**config.mk**
```make
export PLATFORM = sky130hd
export DESIGN_NAME = imutcf_ctrl
export DESIGN_NICKNAME = d
export VERILOG_FILES = /design/src/sv/imutcf_pkg.sv /design/src/sv/imutcf_ctrl.sv
export SDC_FILE = /design/constraint.sdc
export NUM_CORES = 1
export LEC_CHECK = 0
export BUFFER_PORTS_ARGS = -buffer_cell sky130_fd_sc_hd__buf_2
export CORE_ASPECT_RATIO = 0.9
export CORE_MARGIN = 3
export CORE_UTILIZATION = 52
export CTS_CLUSTER_DIAMETER = 30
export DETAILED_ROUTE_END_ITERATION = 16
export GPL_TIMING_DRIVEN = 0
export PLACE_DENSITY = 0.78
export SLEW_MARGIN = 30
export SYNTH_ARGS = -nofsm -noshare
export SYNTH_HDL_FRONTEND = slang
export SYNTH_SLANG_ARGS = --single-unit
export TNS_END_PERCENT = 1
```
**constraint.sdc**
```tcl
create_clock -name clk -period 2.97 [get_ports clk]
set_clock_uncertainty 0.2 [all_clocks]
set_input_delay 0.1485 -clock clk [delete_from_list [all_inputs] [get_ports clk]]
set_output_delay 0.1485 -clock clk [all_outputs]
set_load 0.01 [all_outputs]
```
**src/sv/imutcf_pkg.sv**
```systemverilog
package imutcf_pkg;

  localparam int CORDIC_STEPS = 24;
  localparam int SQRT_STEPS   = 32;
  localparam int PRE_LAST     = 8;
  localparam int POST_LAST    = 10;
  localparam int STEP_Q24     = 335544;
  localparam int LPF_OLD      = 29491;
  localparam int LPF_NEW      = 3277;
  localparam int ONE_Q15      = 32768;

  typedef struct packed {
    logic               sample_valid;
    logic signed [15:0] raw_accel_x;
    logic signed [15:0] raw_accel_y;
    logic signed [15:0] raw_accel_z;
    logic signed [15:0] raw_gyro_x;
    logic signed [15:0] raw_gyro_y;
  } in_item_t;

  typedef struct packed {
    logic signed [31:0] roll_deg;
    logic signed [31:0] pitch_deg;
    logic signed [31:0] angle_x_deg;
    logic signed [31:0] angle_y_deg;
    logic signed [31:0] smooth_accel_x;
    logic signed [31:0] smooth_accel_y;
  } out_item_t;

  localparam logic [2:0] REG_ACCEL_SCALE  = 3'd0;
  localparam logic [2:0] REG_GYRO_SCALE   = 3'd1;
  localparam logic [2:0] REG_ACCEL_BIAS_X = 3'd2;
  localparam logic [2:0] REG_ACCEL_BIAS_Y = 3'd3;
  localparam logic [2:0] REG_ACCEL_BIAS_Z = 3'd4;
  localparam logic [2:0] REG_GYRO_BIAS_X  = 3'd5;
  localparam logic [2:0] REG_GYRO_BIAS_Y  = 3'd6;
  localparam logic [2:0] REG_BLEND_WEIGHT = 3'd7;

  localparam logic [4:0] MUL_NONE = 5'd0;
  localparam logic [4:0] MUL_SAX  = 5'd1;
  localparam logic [4:0] MUL_SAY  = 5'd2;
  localparam logic [4:0] MUL_SAZ  = 5'd3;
  localparam logic [4:0] MUL_SGX  = 5'd4;
  localparam logic [4:0] MUL_SGY  = 5'd5;
  localparam logic [4:0] MUL_QAX  = 5'd6;
  localparam logic [4:0] MUL_QAZ  = 5'd7;
  localparam logic [4:0] MUL_QAY  = 5'd8;
  localparam logic [4:0] MUL_RGX  = 5'd9;
  localparam logic [4:0] MUL_RGY  = 5'd10;
  localparam logic [4:0] MUL_BG0  = 5'd11;
  localparam logic [4:0] MUL_BA0  = 5'd12;
  localparam logic [4:0] MUL_BG1  = 5'd13;
  localparam logic [4:0] MUL_BA1  = 5'd14;
  localparam logic [4:0] MUL_LO0  = 5'd15;
  localparam logic [4:0] MUL_LN0  = 5'd16;
  localparam logic [4:0] MUL_LO1  = 5'd17;
  localparam logic [4:0] MUL_LN1  = 5'd18;

  localparam logic [3:0] WB_NONE   = 4'd0;
  localparam logic [3:0] WB_HAX    = 4'd1;
  localparam logic [3:0] WB_HAY    = 4'd2;
  localparam logic [3:0] WB_HAZ    = 4'd3;
  localparam logic [3:0] WB_HGX    = 4'd4;
  localparam logic [3:0] WB_HGY    = 4'd5;
  localparam logic [3:0] WB_N0SET  = 4'd6;
  localparam logic [3:0] WB_N0N1   = 4'd7;
  localparam logic [3:0] WB_N1ADD  = 4'd8;
  localparam logic [3:0] WB_GA0    = 4'd9;
  localparam logic [3:0] WB_GA1    = 4'd10;
  localparam logic [3:0] WB_ACC    = 4'd11;
  localparam logic [3:0] WB_T0     = 4'd12;
  localparam logic [3:0] WB_T1     = 4'd13;
  localparam logic [3:0] WB_S0     = 4'd14;
  localparam logic [3:0] WB_S1     = 4'd15;

  typedef struct packed {
    logic       in_load;
    logic [4:0] mul_sel;
    logic [3:0] wb_sel;
    logic       sqrt_step;
    logic       cordic_init;
    logic       cordic_step;
    logic [4:0] cordic_idx;
    logic       out_load;
  } cmd_t;

  typedef struct packed {
    logic out_free;
  } stat_t;

  function automatic logic signed [31:0] atan_deg(input logic [4:0] i);
    logic signed [31:0] r;
    case (i)
      5'd0:    r = 32'sd2949120;
      5'd1:    r = 32'sd1740967;
      5'd2:    r = 32'sd919879;
      5'd3:    r = 32'sd466945;
      5'd4:    r = 32'sd234379;
      5'd5:    r = 32'sd117304;
      5'd6:    r = 32'sd58666;
      5'd7:    r = 32'sd29335;
      5'd8:    r = 32'sd14668;
      5'd9:    r = 32'sd7334;
      5'd10:   r = 32'sd3667;
      5'd11:   r = 32'sd1833;
      5'd12:   r = 32'sd917;
      5'd13:   r = 32'sd458;
      5'd14:   r = 32'sd229;
      5'd15:   r = 32'sd115;
      5'd16:   r = 32'sd57;
      5'd17:   r = 32'sd29;
      5'd18:   r = 32'sd14;
      5'd19:   r = 32'sd7;
      5'd20:   r = 32'sd4;
      5'd21:   r = 32'sd2;
      5'd22:   r = 32'sd1;
      default: r = 32'sd0;
    endcase
    return r;
  endfunction

  function automatic logic signed [31:0] sat32(input logic signed [71:0] v);
    logic signed [31:0] r;
    if (v > 72'sd2147483647) begin
      r = 32'sh7fffffff;
    end else if (v < -72'sd2147483648) begin
      r = 32'sh80000000;
    end else begin
      r = v[31:0];
    end
    return r;
  endfunction

endpackage

```
**src/sv/imutcf_ctrl.sv**
```systemverilog
module imutcf_ctrl
  import imutcf_pkg::*;
(
  input  logic  clk,
  input  logic  rst,
  input  logic  in_valid,
  output logic  in_ready,
  input  stat_t st,
  output cmd_t  cmd
);

  localparam logic [2:0] S_IDLE  = 3'd0;
  localparam logic [2:0] S_PRE   = 3'd1;
  localparam logic [2:0] S_SQRT  = 3'd2;
  localparam logic [2:0] S_CINIT = 3'd3;
  localparam logic [2:0] S_CORD  = 3'd4;
  localparam logic [2:0] S_POST  = 3'd5;
  localparam logic [2:0] S_OUT   = 3'd6;

  logic [2:0] state, state_next;
  logic [4:0] cnt, cnt_next;

  always_comb begin
    cmd        = '0;
    state_next = state;
    cnt_next   = cnt;
    in_ready   = (state == S_IDLE);
    unique case (state)
      S_IDLE: begin
        cmd.in_load = in_valid;
        if (in_valid) begin
          state_next = S_PRE;
          cnt_next   = '0;
        end
      end
      S_PRE: begin
        unique case (cnt)
          5'd0:    cmd.mul_sel = MUL_SAX;
          5'd1:    begin cmd.mul_sel = MUL_SAY; cmd.wb_sel = WB_HAX; end
          5'd2:    begin cmd.mul_sel = MUL_SAZ; cmd.wb_sel = WB_HAY; end
          5'd3:    begin cmd.mul_sel = MUL_SGX; cmd.wb_sel = WB_HAZ; end
          5'd4:    begin cmd.mul_sel = MUL_SGY; cmd.wb_sel = WB_HGX; end
          5'd5:    begin cmd.mul_sel = MUL_QAX; cmd.wb_sel = WB_HGY; end
          5'd6:    begin cmd.mul_sel = MUL_QAZ; cmd.wb_sel = WB_N0SET; end
          5'd7:    begin cmd.mul_sel = MUL_QAY; cmd.wb_sel = WB_N0N1; end
          default: cmd.wb_sel = WB_N1ADD;
        endcase
        cnt_next = cnt + 5'd1;
        if (cnt == 5'(PRE_LAST)) begin
          state_next = S_SQRT;
          cnt_next   = '0;
        end
      end
      S_SQRT: begin
        cmd.sqrt_step = 1'b1;
        cnt_next      = cnt + 5'd1;
        if (cnt == 5'(SQRT_STEPS - 1)) begin
          state_next = S_CINIT;
          cnt_next   = '0;
        end
      end
      S_CINIT: begin
        cmd.cordic_init = 1'b1;
        state_next      = S_CORD;
        cnt_next        = '0;
      end
      S_CORD: begin
        cmd.cordic_step = 1'b1;
        cmd.cordic_idx  = cnt;
        cnt_next        = cnt + 5'd1;
        if (cnt == 5'(CORDIC_STEPS - 1)) begin
          state_next = S_POST;
          cnt_next   = '0;
        end
      end
      S_POST: begin
        unique case (cnt)
          5'd0:    cmd.mul_sel = MUL_RGX;
          5'd1:    begin cmd.mul_sel = MUL_RGY; cmd.wb_sel = WB_GA0; end
          5'd2:    begin cmd.mul_sel = MUL_BG0; cmd.wb_sel = WB_GA1; end
          5'd3:    begin cmd.mul_sel = MUL_BA0; cmd.wb_sel = WB_ACC; end
          5'd4:    begin cmd.mul_sel = MUL_BG1; cmd.wb_sel = WB_T0; end
          5'd5:    begin cmd.mul_sel = MUL_BA1; cmd.wb_sel = WB_ACC; end
          5'd6:    begin cmd.mul_sel = MUL_LO0; cmd.wb_sel = WB_T1; end
          5'd7:    begin cmd.mul_sel = MUL_LN0; cmd.wb_sel = WB_ACC; end
          5'd8:    begin cmd.mul_sel = MUL_LO1; cmd.wb_sel = WB_S0; end
          5'd9:    begin cmd.mul_sel = MUL_LN1; cmd.wb_sel = WB_ACC; end
          default: cmd.wb_sel = WB_S1;
        endcase
        cnt_next = cnt + 5'd1;
        if (cnt == 5'(POST_LAST)) begin
          state_next = S_OUT;
          cnt_next   = '0;
        end
      end
      S_OUT: begin
        cmd.out_load = st.out_free;
        if (st.out_free) begin
          state_next = S_IDLE;
        end
      end
      default: state_next = S_IDLE;
    endcase
  end

  always_ff @(posedge clk) begin
    if (rst) begin
      state <= S_IDLE;
      cnt   <= '0;
    end else begin
      state <= state_next;
      cnt   <= cnt_next;
    end
  end

`ifndef ASSERT_OFF
  a_out_free: assert property (@(posedge clk) disable iff (rst)
    cmd.out_load |-> st.out_free)
    else $error("result loaded while the output register is occupied");
  a_sqrt_end: assert property (@(posedge clk) disable iff (rst)
    (state == S_SQRT && cnt == 5'(SQRT_STEPS - 1)) |=> cmd.cordic_init)
    else $error("square root did not hand over to the CORDIC");
  a_cord_first: assert property (@(posedge clk) disable iff (rst)
    cmd.cordic_init |=> (cmd.cordic_step && cmd.cordic_idx == 5'd0))
    else $error("CORDIC did not start at the first angle");
  a_busy: assert property (@(posedge clk) disable iff (rst)
    in_ready |-> (!cmd.sqrt_step && !cmd.cordic_step && cmd.wb_sel == WB_NONE))
    else $error("input offered while the datapath is busy");
`endif

endmodule

```
After elaboration in Yosys (flattened, before gate mapping)
Cells that the tools add are included.
{ "word_totals": {"regBits": 8, "latchBits": 0, "ram_bits": 0, "romBits": 0, "inputBits": 4, "word_cells": 56, "memories": 0} }
{ "classes": {"n_addsub": 1, "mul": 0, "div_mod_pow": 0, "n_lt_le_gt_ge": 0, "eq_ne": 24, "shifts": 0, "muxes": 23, "bitwise": 0, "reduce_logical": 6} }
{ "op_table": {"columns": ["op", "count"], "rows": [
  ["4-bit one-hot mux with 8 select lines", 2],
  ["5-bit one-hot mux with 10 select lines", 1],
  ["5-bit one-hot mux with 6 select lines", 1],
  ["4-bit one-hot mux with 7 select lines", 1],
  ["5-bit 2-to-1 mux", 5],
  ["3-bit one-hot mux with 7 select lines", 1],
  ["5-bit by 3-bit == test with 1-bit output (second input constant)", 4],
  ["3-bit 2-to-1 mux", 6],
  ["9-bit one-hot mux with 2 select lines", 1],
  ["5-bit by 4-bit == test with 1-bit output (second input constant)", 3],
  ["2-bit inequality test (second input constant)", 6],
  ["5-bit by 2-bit == test with 1-bit output (second input constant)", 2],
  ["5-bit == test (second input constant)", 2],
  ["3-bit == test (second input constant)", 3],
  ["3-bit by 2-bit == test with 1-bit output (second input constant)", 2],
  ["6-bit 2-to-1 mux", 1],
  ["6-bit AND reduction", 1],
  ["6-bit nonzero test", 1],
  ["5-bit by 1-bit adder with 5-bit output (second input constant)", 1],
  ["5-bit by 1-bit == test with 1-bit output (second input constant)", 1],
  ["5-bit zero test", 1],
  ["1-bit 2-to-1 mux", 4],
  ["4-bit OR reduction", 1],
  ["3-bit by 1-bit == test with 1-bit output (second input constant)", 1],
  ["other kinds (2)", 2]
]} }

Depth between registers and ports, before layout
Gate-level depths: netlist of run 1.
{ "logic_depth": {"word_depth": 4, "mapped_depth": 8, "ltp_nobuf": 7} }

Least setup slack after synthesis of run 1
OpenSTA, ideal clock, no wires.
{ "synth_path": {"kind": "register to register", "from": "reg cnt[0]", "to": "reg state[0]", "setup_ps": 115, "t_arrival_ps": 1758, "t_required_ps": 2655, "setup_slack_ps": 897, "path_stages_with_launch": 8, "n_path_buf": 0, "synth_period_minus_slack_ps": 2073, "path_cell_list": "dfxtp_1 > ha_1 > and3_1 > ha_1 > or3b_4 > o22ai_4 > nor4_1 > o21ba_1"} }
{ "synth_via": {"elab_chain_cells": 3, "word_cells_on_any_way": 9, "classes_between": "8 x eq/ne; 1 x reduce/logical"} }
{ "synth_lines": {"columns": ["item", "line_no", "text"], "rows": [
  ["start, declared", "imutcf_ctrl.sv:21", "logic [4:0] cnt, cnt_next;"],
  ["start signal, assigned", "imutcf_ctrl.sv:112", "cnt <= cnt_next;"],
  ["5-bit by 4-bit == test with 1-bit output (tied with other cells)", "imutcf_ctrl.sv:91", "if (cnt == 5'(POST_LAST)) begin"],
  ["2-bit inequality test (no line)", null, null],
  ["6-bit AND reduction (no line) *", null, null],
  ["end signal, assigned", "imutcf_ctrl.sv:111", "state <= state_next;"],
  ["end, declared", "imutcf_ctrl.sv:20", "logic [2:0] state, state_next;"]
]} }
Every way passes the cells marked *; elsewhere a longest branch is shown, timed or not.
A chain may end at the register's enable or synchronous reset.

==> results of run 1 <==
==> metal layers <==
| layer | global-route usage, % | vias up | wire (um) |
|---|---|---|---|
| met4 | 7.85 | 0 | 35 |
| li1 | - | 545 | - |
| met2 | 37.3 | 44 | 1130 |
| met5 | 0 | - | 0 |
| met1 | 29.3 | 481 | 1060 |
| met3 | 4.13 | 6 | 201 |
==> power by group through the flow <==
stage | clock, mW | combinational (mW) | sequential (mW)
5_1_grt | 0.0942 | 0.388 | 0.144
3_3_place_gp | 0 | 0.342 | 0.143
3_5_place_dp | 0 | 0.344 | 0.143
4_1_cts | 0.0893 | 0.347 | 0.141
2_1_floorplan | 0 | 0.265 | 0.139
6_report | 0.0852 | 0.348 | 0.141
==> layout make-up <==
class | count | area [sq um]
inverters | 7 | 26.3
fillers | 168 | 589
multi-input cells | 108 | 717
well taps | 24 | 30.0
repair buffers | 22 | 110
flip-flops and latches | 8 | 160
clock buffers | 3 | 22.5
plain buffers | 11 | 61.3
==> synth_stat cells, types with 3 or more instances <==
master and instances:
nor4_1 3, o21ai_0 5, inv_1 7, buf_2 6, a21oi_1 13, dfxtp_1 8, nand2_1 7, ha_1 5
nand3_1 3, nor2_1 15, and2_1 5, nor3_1 7, nand2b_1 4
==> critical path: cells and delay by family (launching register included) <==
family | cells | cell delay [ns]
AO/OA/AOI/OAI | 2 | 0.46
adder cells (fa/ha/maj) | 1 | 0.20
buffers and inverters | 3 | 0.47
flip-flops | 1 | 0.40
AND/OR/NAND/NOR | 2 | 0.35
==> state kept, by name, indices dropped and copies added, names as in the netlist <==
name	cells
state	3
cnt	5
==> logic make-up (layout without fill, tap and decap cells) <==
logic type               count (synthesis)  in the layout
AO/OA/AOI/OAI                           41             41
multiplexers                             3              3
buffers and inverters                   18             43
flip-flops                               8              8
AND/OR/NAND/NOR                         59             59
adder cells (fa/ha/maj)                  5              5
==> worst max-delay path by stage <==
stage	endpoint	slack [ns]	cells past startpoint
finish	cmd[9]	0.50	8
floorplan	state[0]	0.90	7
global placement	state[0]	0.73	7
CTS	cmd[9]	0.50	8
global route	cmd[9]	0.34	8
detailed placement	state[0]	0.74	7
==> cells in the final DEF, fill, tap and decap left out, drive strengths merged, types with 7 or more instances in the layout <==
cell,netlist,layout
buf,9,31
a21oi,14,14
o21ai,7,7
dfxtp,8,8
nand2,7,7
nor3,7,7
nor2,15,15
inv,7,7
==> flow_summary.ini, run 1 <==
[status]
status = finished, final reports clean

[logic_synthesis]
synth_top_family_by_area = simple AND/OR/NAND/NOR gates
ys_seq_area_share_pct = 16.6
syn_inst = 134
synth_seq_cells = 8
synth_xor_area_share_pct = 0
postSynth.asyncResetShare_pct = 0
synth_top_area_cell = dfxtp_1
synth_fa_ha_area_share_pct = 6.49
syn_area_sq_um = 965
synthFlopType = dfxtp_1
yosys_warnings = 0
yosys-mux-area-fraction_pct = 3.37
avgSynthCellArea_sq_um = 7.20
synth_simple_gate_area_share_pct = 34.9
synth_compound_area_share_pct = 29.6
netlist.area_leader.share_pct = 16.6
yosys.cell_types.count = 48
syn_nets = 143
synth_edf_count = 0
synthTopCellsByArea = dfxtp_1 (17%), a21oi_1 (6.7%), ha_1 (6.5%)

[sta]
period_share_pct = 83.2
setup_tns_ns = 0
finalSetupViolCount = 0
timing.fmax_ghz = 0.405
finalHoldViolCount = 0
layout_setup_ws_ns = 0.498
whs_ns = 0.0663
rsz0062_at_grt = false
slew_violations = 0
worstMarginPinSlew_ns = 0.531
slew_headroom_pct = 64.5
fin_crit_ns = 2.47

[critical_path]
crit_chain = inv_1 -> ha_1 -> buf_2 -> nor3_1 -> nand2_1 -> o2bb2ai_1 -> a221oi_1 -> buf_2
slowest_stage = dfxtp_1
cp-end-kind = output pin
worstReg2RegEnd = state[0]
reg2reg_slack_ns = 0.72
r2r_start = cnt[0]
cp_max_fo = 9
worstSetupStartpoint = cnt[0]
crit_required_ns = 2.62
path_common_cell = buf_2
r2r_cells = 7
worstSetupStartpointType = flip-flop
cpPeakStageDelay_ns = 0.40
timing_worst_setup_path_type = reg2out
cp.arrival_ns = 2.12

[hold_path]
holdPathStages = 2
hp-start = rst
hold_end = state[1]
hold_class = in2reg

[placed_design]
dp_cells = 180
dp_slack_ns = 0.736
io_buffers = 22
placed_area_sq_um = 1100
place.gp.congestion = 0.873
hpwl_um = 1810

[routing]
viasPerCell = 5.88
drt-total-wl_um = 2420
detail-route-antenna-nets = 0
post-route-drc-count = 0
avgRoutedWirePerCell_um = 13.2
via_count = 1076
drt_iter0_markers = 48
first_pass_iters = 4

[layout]
nNetsFinal = 170
fin_cells = 183
finalInstanceArea_sq_um = 1130
diodes = 0
post-route-util_pct = 65.7
drive_gt1_share_pct = 27.0
area_delta_synth_final_pct = 16.9

[power_and_ir_drop]
seq_power_share_pct = 24.6
p_clk_share_pct = 14.8
power_per_cell_area_nw_per_um2 = 510
p_comb_share_pct = 60.6
finalPower_mw = 0.575
p_int_mw = 0.310
p_leak_nw = 0.515
p_sw_share_pct = 46.0
vdd_drop_max_v = 0.000365
p_sw_mw = 0.264

[die]
rows = 14
core_area_sq_um = 1720
die_h_um = 46.9
io_pins = 24
initial_utilization_pct = 56.2
die_w_um = 51.4
die-area_sq_um = 2410

[global_routing]
track_usage_pct = 22.3
overflow = 0
grt_pass1_vias = 887
antenna_found_initial = 0
grt_pass1_wl_um = 4060
grt_start_max_net_pins = 11

[clock_tree]
clk_pin_slew_ns = 0.06
cts.hold.buffers_added = 0
cts_made_buffers = 3
post_cts_buffers = 0
clk_path_buf_depth = 2
cts_tree = yes
clock-root-buffer = clkbuf_4
clock-sinks = 8
htreeDepth = 1
post_cts_resized = 0
clock_latency_ns = 0.26

[run]
drv_cap = 0
Note: power is estimated with default switching activity, not from simulation.
==> run 2: changes to the inputs <==
- ABC_AREA: unset -> 1
- CORE_UTILIZATION: 52 -> 48
- PLACE_DENSITY: 0.78 -> 0.76
- clock period: 2.97 -> 2.15 ns (I/O delays scaled with it)
==> run 2 against run 1 <==
Critical endpoint is now cmd[16]; die area grew 11%; largest cell class unchanged; synthesized cell count rose by 34%; setup slack got worse by 0.43 ns; largest power group unchanged; area after synthesis up 4.0%; critical path depth grew 1; sequential power up 58%; via count rose by 15%; combinational power rose by 110%; design area grew 18%; register-to-register slack got worse by 0.42 ns; global-route usage rose by 0.37 points; total power rose by 84%.
==> flow_summary.ini, run 2 <==
[placed_design]
dp_cells = 227
dp_slack_ns = 0.194
place.gp.congestion = 0.920
io_buffers = 23
hpwl_um = 2030

[logic_synthesis]
synth_edf_count = 0
synth_fa_ha_area_share_pct = 6.23
yosys-top-cells-count = nand2_1 (44), nor2_1 (30), inv_1 (23), nand3_1 (11), o21ai_0 (11)
yosys-mux-area-fraction_pct = 0
synth_most_common_cell = nand2_1
postSynth.asyncResetShare_pct = 0
synth_seq_cells = 8
syn_inst = 179
synth_simple_gate_area_share_pct = 53.4
syn_nets = 188
synth_xor_area_share_pct = 0.873
synthTopCellsByArea = nand2_1 (16%), dfxtp_1 (16%), nor2_1 (11%)
synthFlopType = dfxtp_1
yosys_warnings = 0
synth_top_area_cell = nand2_1
syn_area_sq_um = 1000
yosys.cell_types.count = 24
ys_seq_area_share_pct = 16.0
avgSynthCellArea_sq_um = 5.61
synth_compound_area_share_pct = 11.5
synth_top_family_by_area = simple AND/OR/NAND/NOR gates
netlist.area_leader.share_pct = 16.5

[layout]
diodes = 0
reg_top3 = cnt: 5 flops, state: 3 flops
drive_gt1_share_pct = 41.1
layout_common_cells = nand2_1 (34), buf_2 (23), nor2_1 (21)
nNetsFinal = 220
n_fill_cell = 173
largest_reg_flops = 5
regArea_sq_um = 170
regMostFlops = cnt
multi_input_area_sq_um = 835
final_common_cell = nand2_1
area_delta_synth_final_pct = 32.5
fin_cells = 234

[clock_tree]
cts_tree = yes
clock_latency_ns = 0.25
clk_pin_slew_ns = 0.05
clock-root-buffer = clkbuf_4
clock-sinks = 8
clk_path_buf_depth = 2
cts_made_buffers = 3
htreeDepth = 1

[die]
die_w_um = 54.2
rows = 15
io_pins = 24
die-area_sq_um = 2680
initial_utilization_pct = 51.4
core_area_sq_um = 1950
die_h_um = 49.4

[sta]
finalHoldViolCount = 0
fin_crit_ns = 2.08
period_share_pct = 96.6
setup_tns_ns = 0
finalSetupViolCount = 0
slew_headroom_pct = 67.3
timing.fmax_ghz = 0.481
worstMarginPinSlew_ns = 0.487
slew_violations = 0
rsz0062_at_grt = true
layout_setup_ws_ns = 0.0723

[critical_path]
crit_chain = inv_4 -> ha_1 -> inv_2 -> nor2_4 -> o21ai_0 -> nand2_1 -> nand2_1 -> o21ai_0 -> buf_2
reg2reg_slack_ns = 0.30
cpPeakStageDelay_ns = 0.40
slowest_stage = dfxtp_4
crit_family = compound AO/OA/AOI/OAI gates
crit_required_ns = 1.84
cp.arrival_ns = 1.77
timing_worst_setup_path_type = reg2out
crit_buf_inv = 3
cp-end-kind = output pin
cp_max_fo = 6
r2r_cells = 11
worstSetupStartpointType = flip-flop
worstReg2RegEnd = cnt[1]
r2r_start = cnt[0]

[power_and_ir_drop]
p_leak_nw = 0.690
vdd_drop_max_v = 0.000761
power_per_cell_area_nw_per_um2 = 796

[global_routing]
antenna_found_initial = 0
grt_pass1_vias = 1130
track_usage_pct = 22.7
grt_start_max_net_pins = 11
grt_pass1_wl_um = 4730
overflow = 0

[hold_path]
hold_class = in2reg
holdPathStages = 5
hp-start = st
hold_end = state[0]

[status]
status = finished, final reports clean

[routing]
post-route-drc-count = 0
avgRoutedWirePerCell_um = 12.6
detail-route-antenna-nets = 0
drt-total-wl_um = 2950
via_count = 1235
first_pass_iters = 4
viasPerCell = 5.28
drt_iter0_markers = 34

[run]
drv_cap = 0
==> run 2: cell types whose count changed in the layout (fill, tap and decap cells not counted), sizes merged, moves of 5 or more <==
cell | previous run | this run
nand2 | 7 | 53
nor2 | 15 | 37
inv | 7 | 28
nand3 | 3 | 13
a21oi | 14 | 8
nand4 | 0 | 6
and2 | 5 | 0
buf | 31 | 26
nor3 | 7 | 2
o21ai | 7 | 12
==> run 2: layout make-up <==
cell class	instances	area share, %
Multi-Input combinational cell	142	62.7
Buffer	1	1.03
Clock buffer	3	1.69
Inverter	28	8.28
Timing Repair Buffer	27	11.1
Sequential cell	8	12.8
Tap cell	25	2.35
==> run 2: stage by stage <==
stage                     power [mW]  instance area [sq um]  util, %  hold slack [ns]
after floorplan                0.690                   1000        -          -0.0234
final                           1.06                   1330     68.1            0.125
after global placement         0.825                   1150     58.9            0.163
after global routing            1.16                   1330     68.1            0.152
after CTS                      0.968                   1200     61.7            0.121
after detailed placement       0.831                   1150     58.9            0.173
==> run 2: how the worst max path moves through the flow <==
stage	startpoint	endpoint	slack, ns	cells after the start
3_3_place_gp	cnt[0]	cmd[9]	0.24	12
3_5_place_dp	cnt[0]	cmd[9]	0.19	12
5_1_grt	cnt[0]	cmd[9]	-0.03	12
4_1_cts	cnt[0]	cmd[9]	0.009	11
6_report	cnt[0]	cmd[16]	0.07	9
2_1_floorplan	cnt[1]	state[2]	0.46	11
==> run 2: metal layers <==
metal	GRT usage [%]	wire length, um
met1	28.1	1260
met2	38.6	1460
met3	5.20	204
met4	4.98	27
met5	0	0
==> run 2: worst reg2reg max path, cell delays in order (launching register included) <==
cell	delay, ns
dfxtp_4	0.40
ha_4	0.18
nand2_2	0.07
nor2_1	0.13
ha_1	0.17
inv_1	0.06
nand2_2	0.07
nand2_2	0.06
nor2_4	0.17
inv_1	0.10
nand2_1	0.08
a21oi_1	0.06
==> run 2: cell families (layout without fill, tap and decap cells) <==
kind of cell,count (synthesis),after routing
simple gates,114,114
buf+inv,29,59
compound gates,22,22
flops,8,8
fa+ha+maj,5,5
xor+xnor,1,1
==> run 2: what timing repair did <==
| item | 4_1_cts | 5_1_grt |
|---|---|---|
| resized for setup | 9 | 34 |
| setup buffers | 0 | 3 |
| pin swaps | 0 | 7 |
| hold buffers | 1 | 0 |
| setup endpoints to repair | 3 | 6 |
| endpoints found under the hold margin | 6 | 0 |
==> run 2: power by group <==
group          switching, mW  internal, mW
logic                  0.452         0.269
registers             0.0431         0.180
clock network         0.0500        0.0638
total                  0.545         0.513
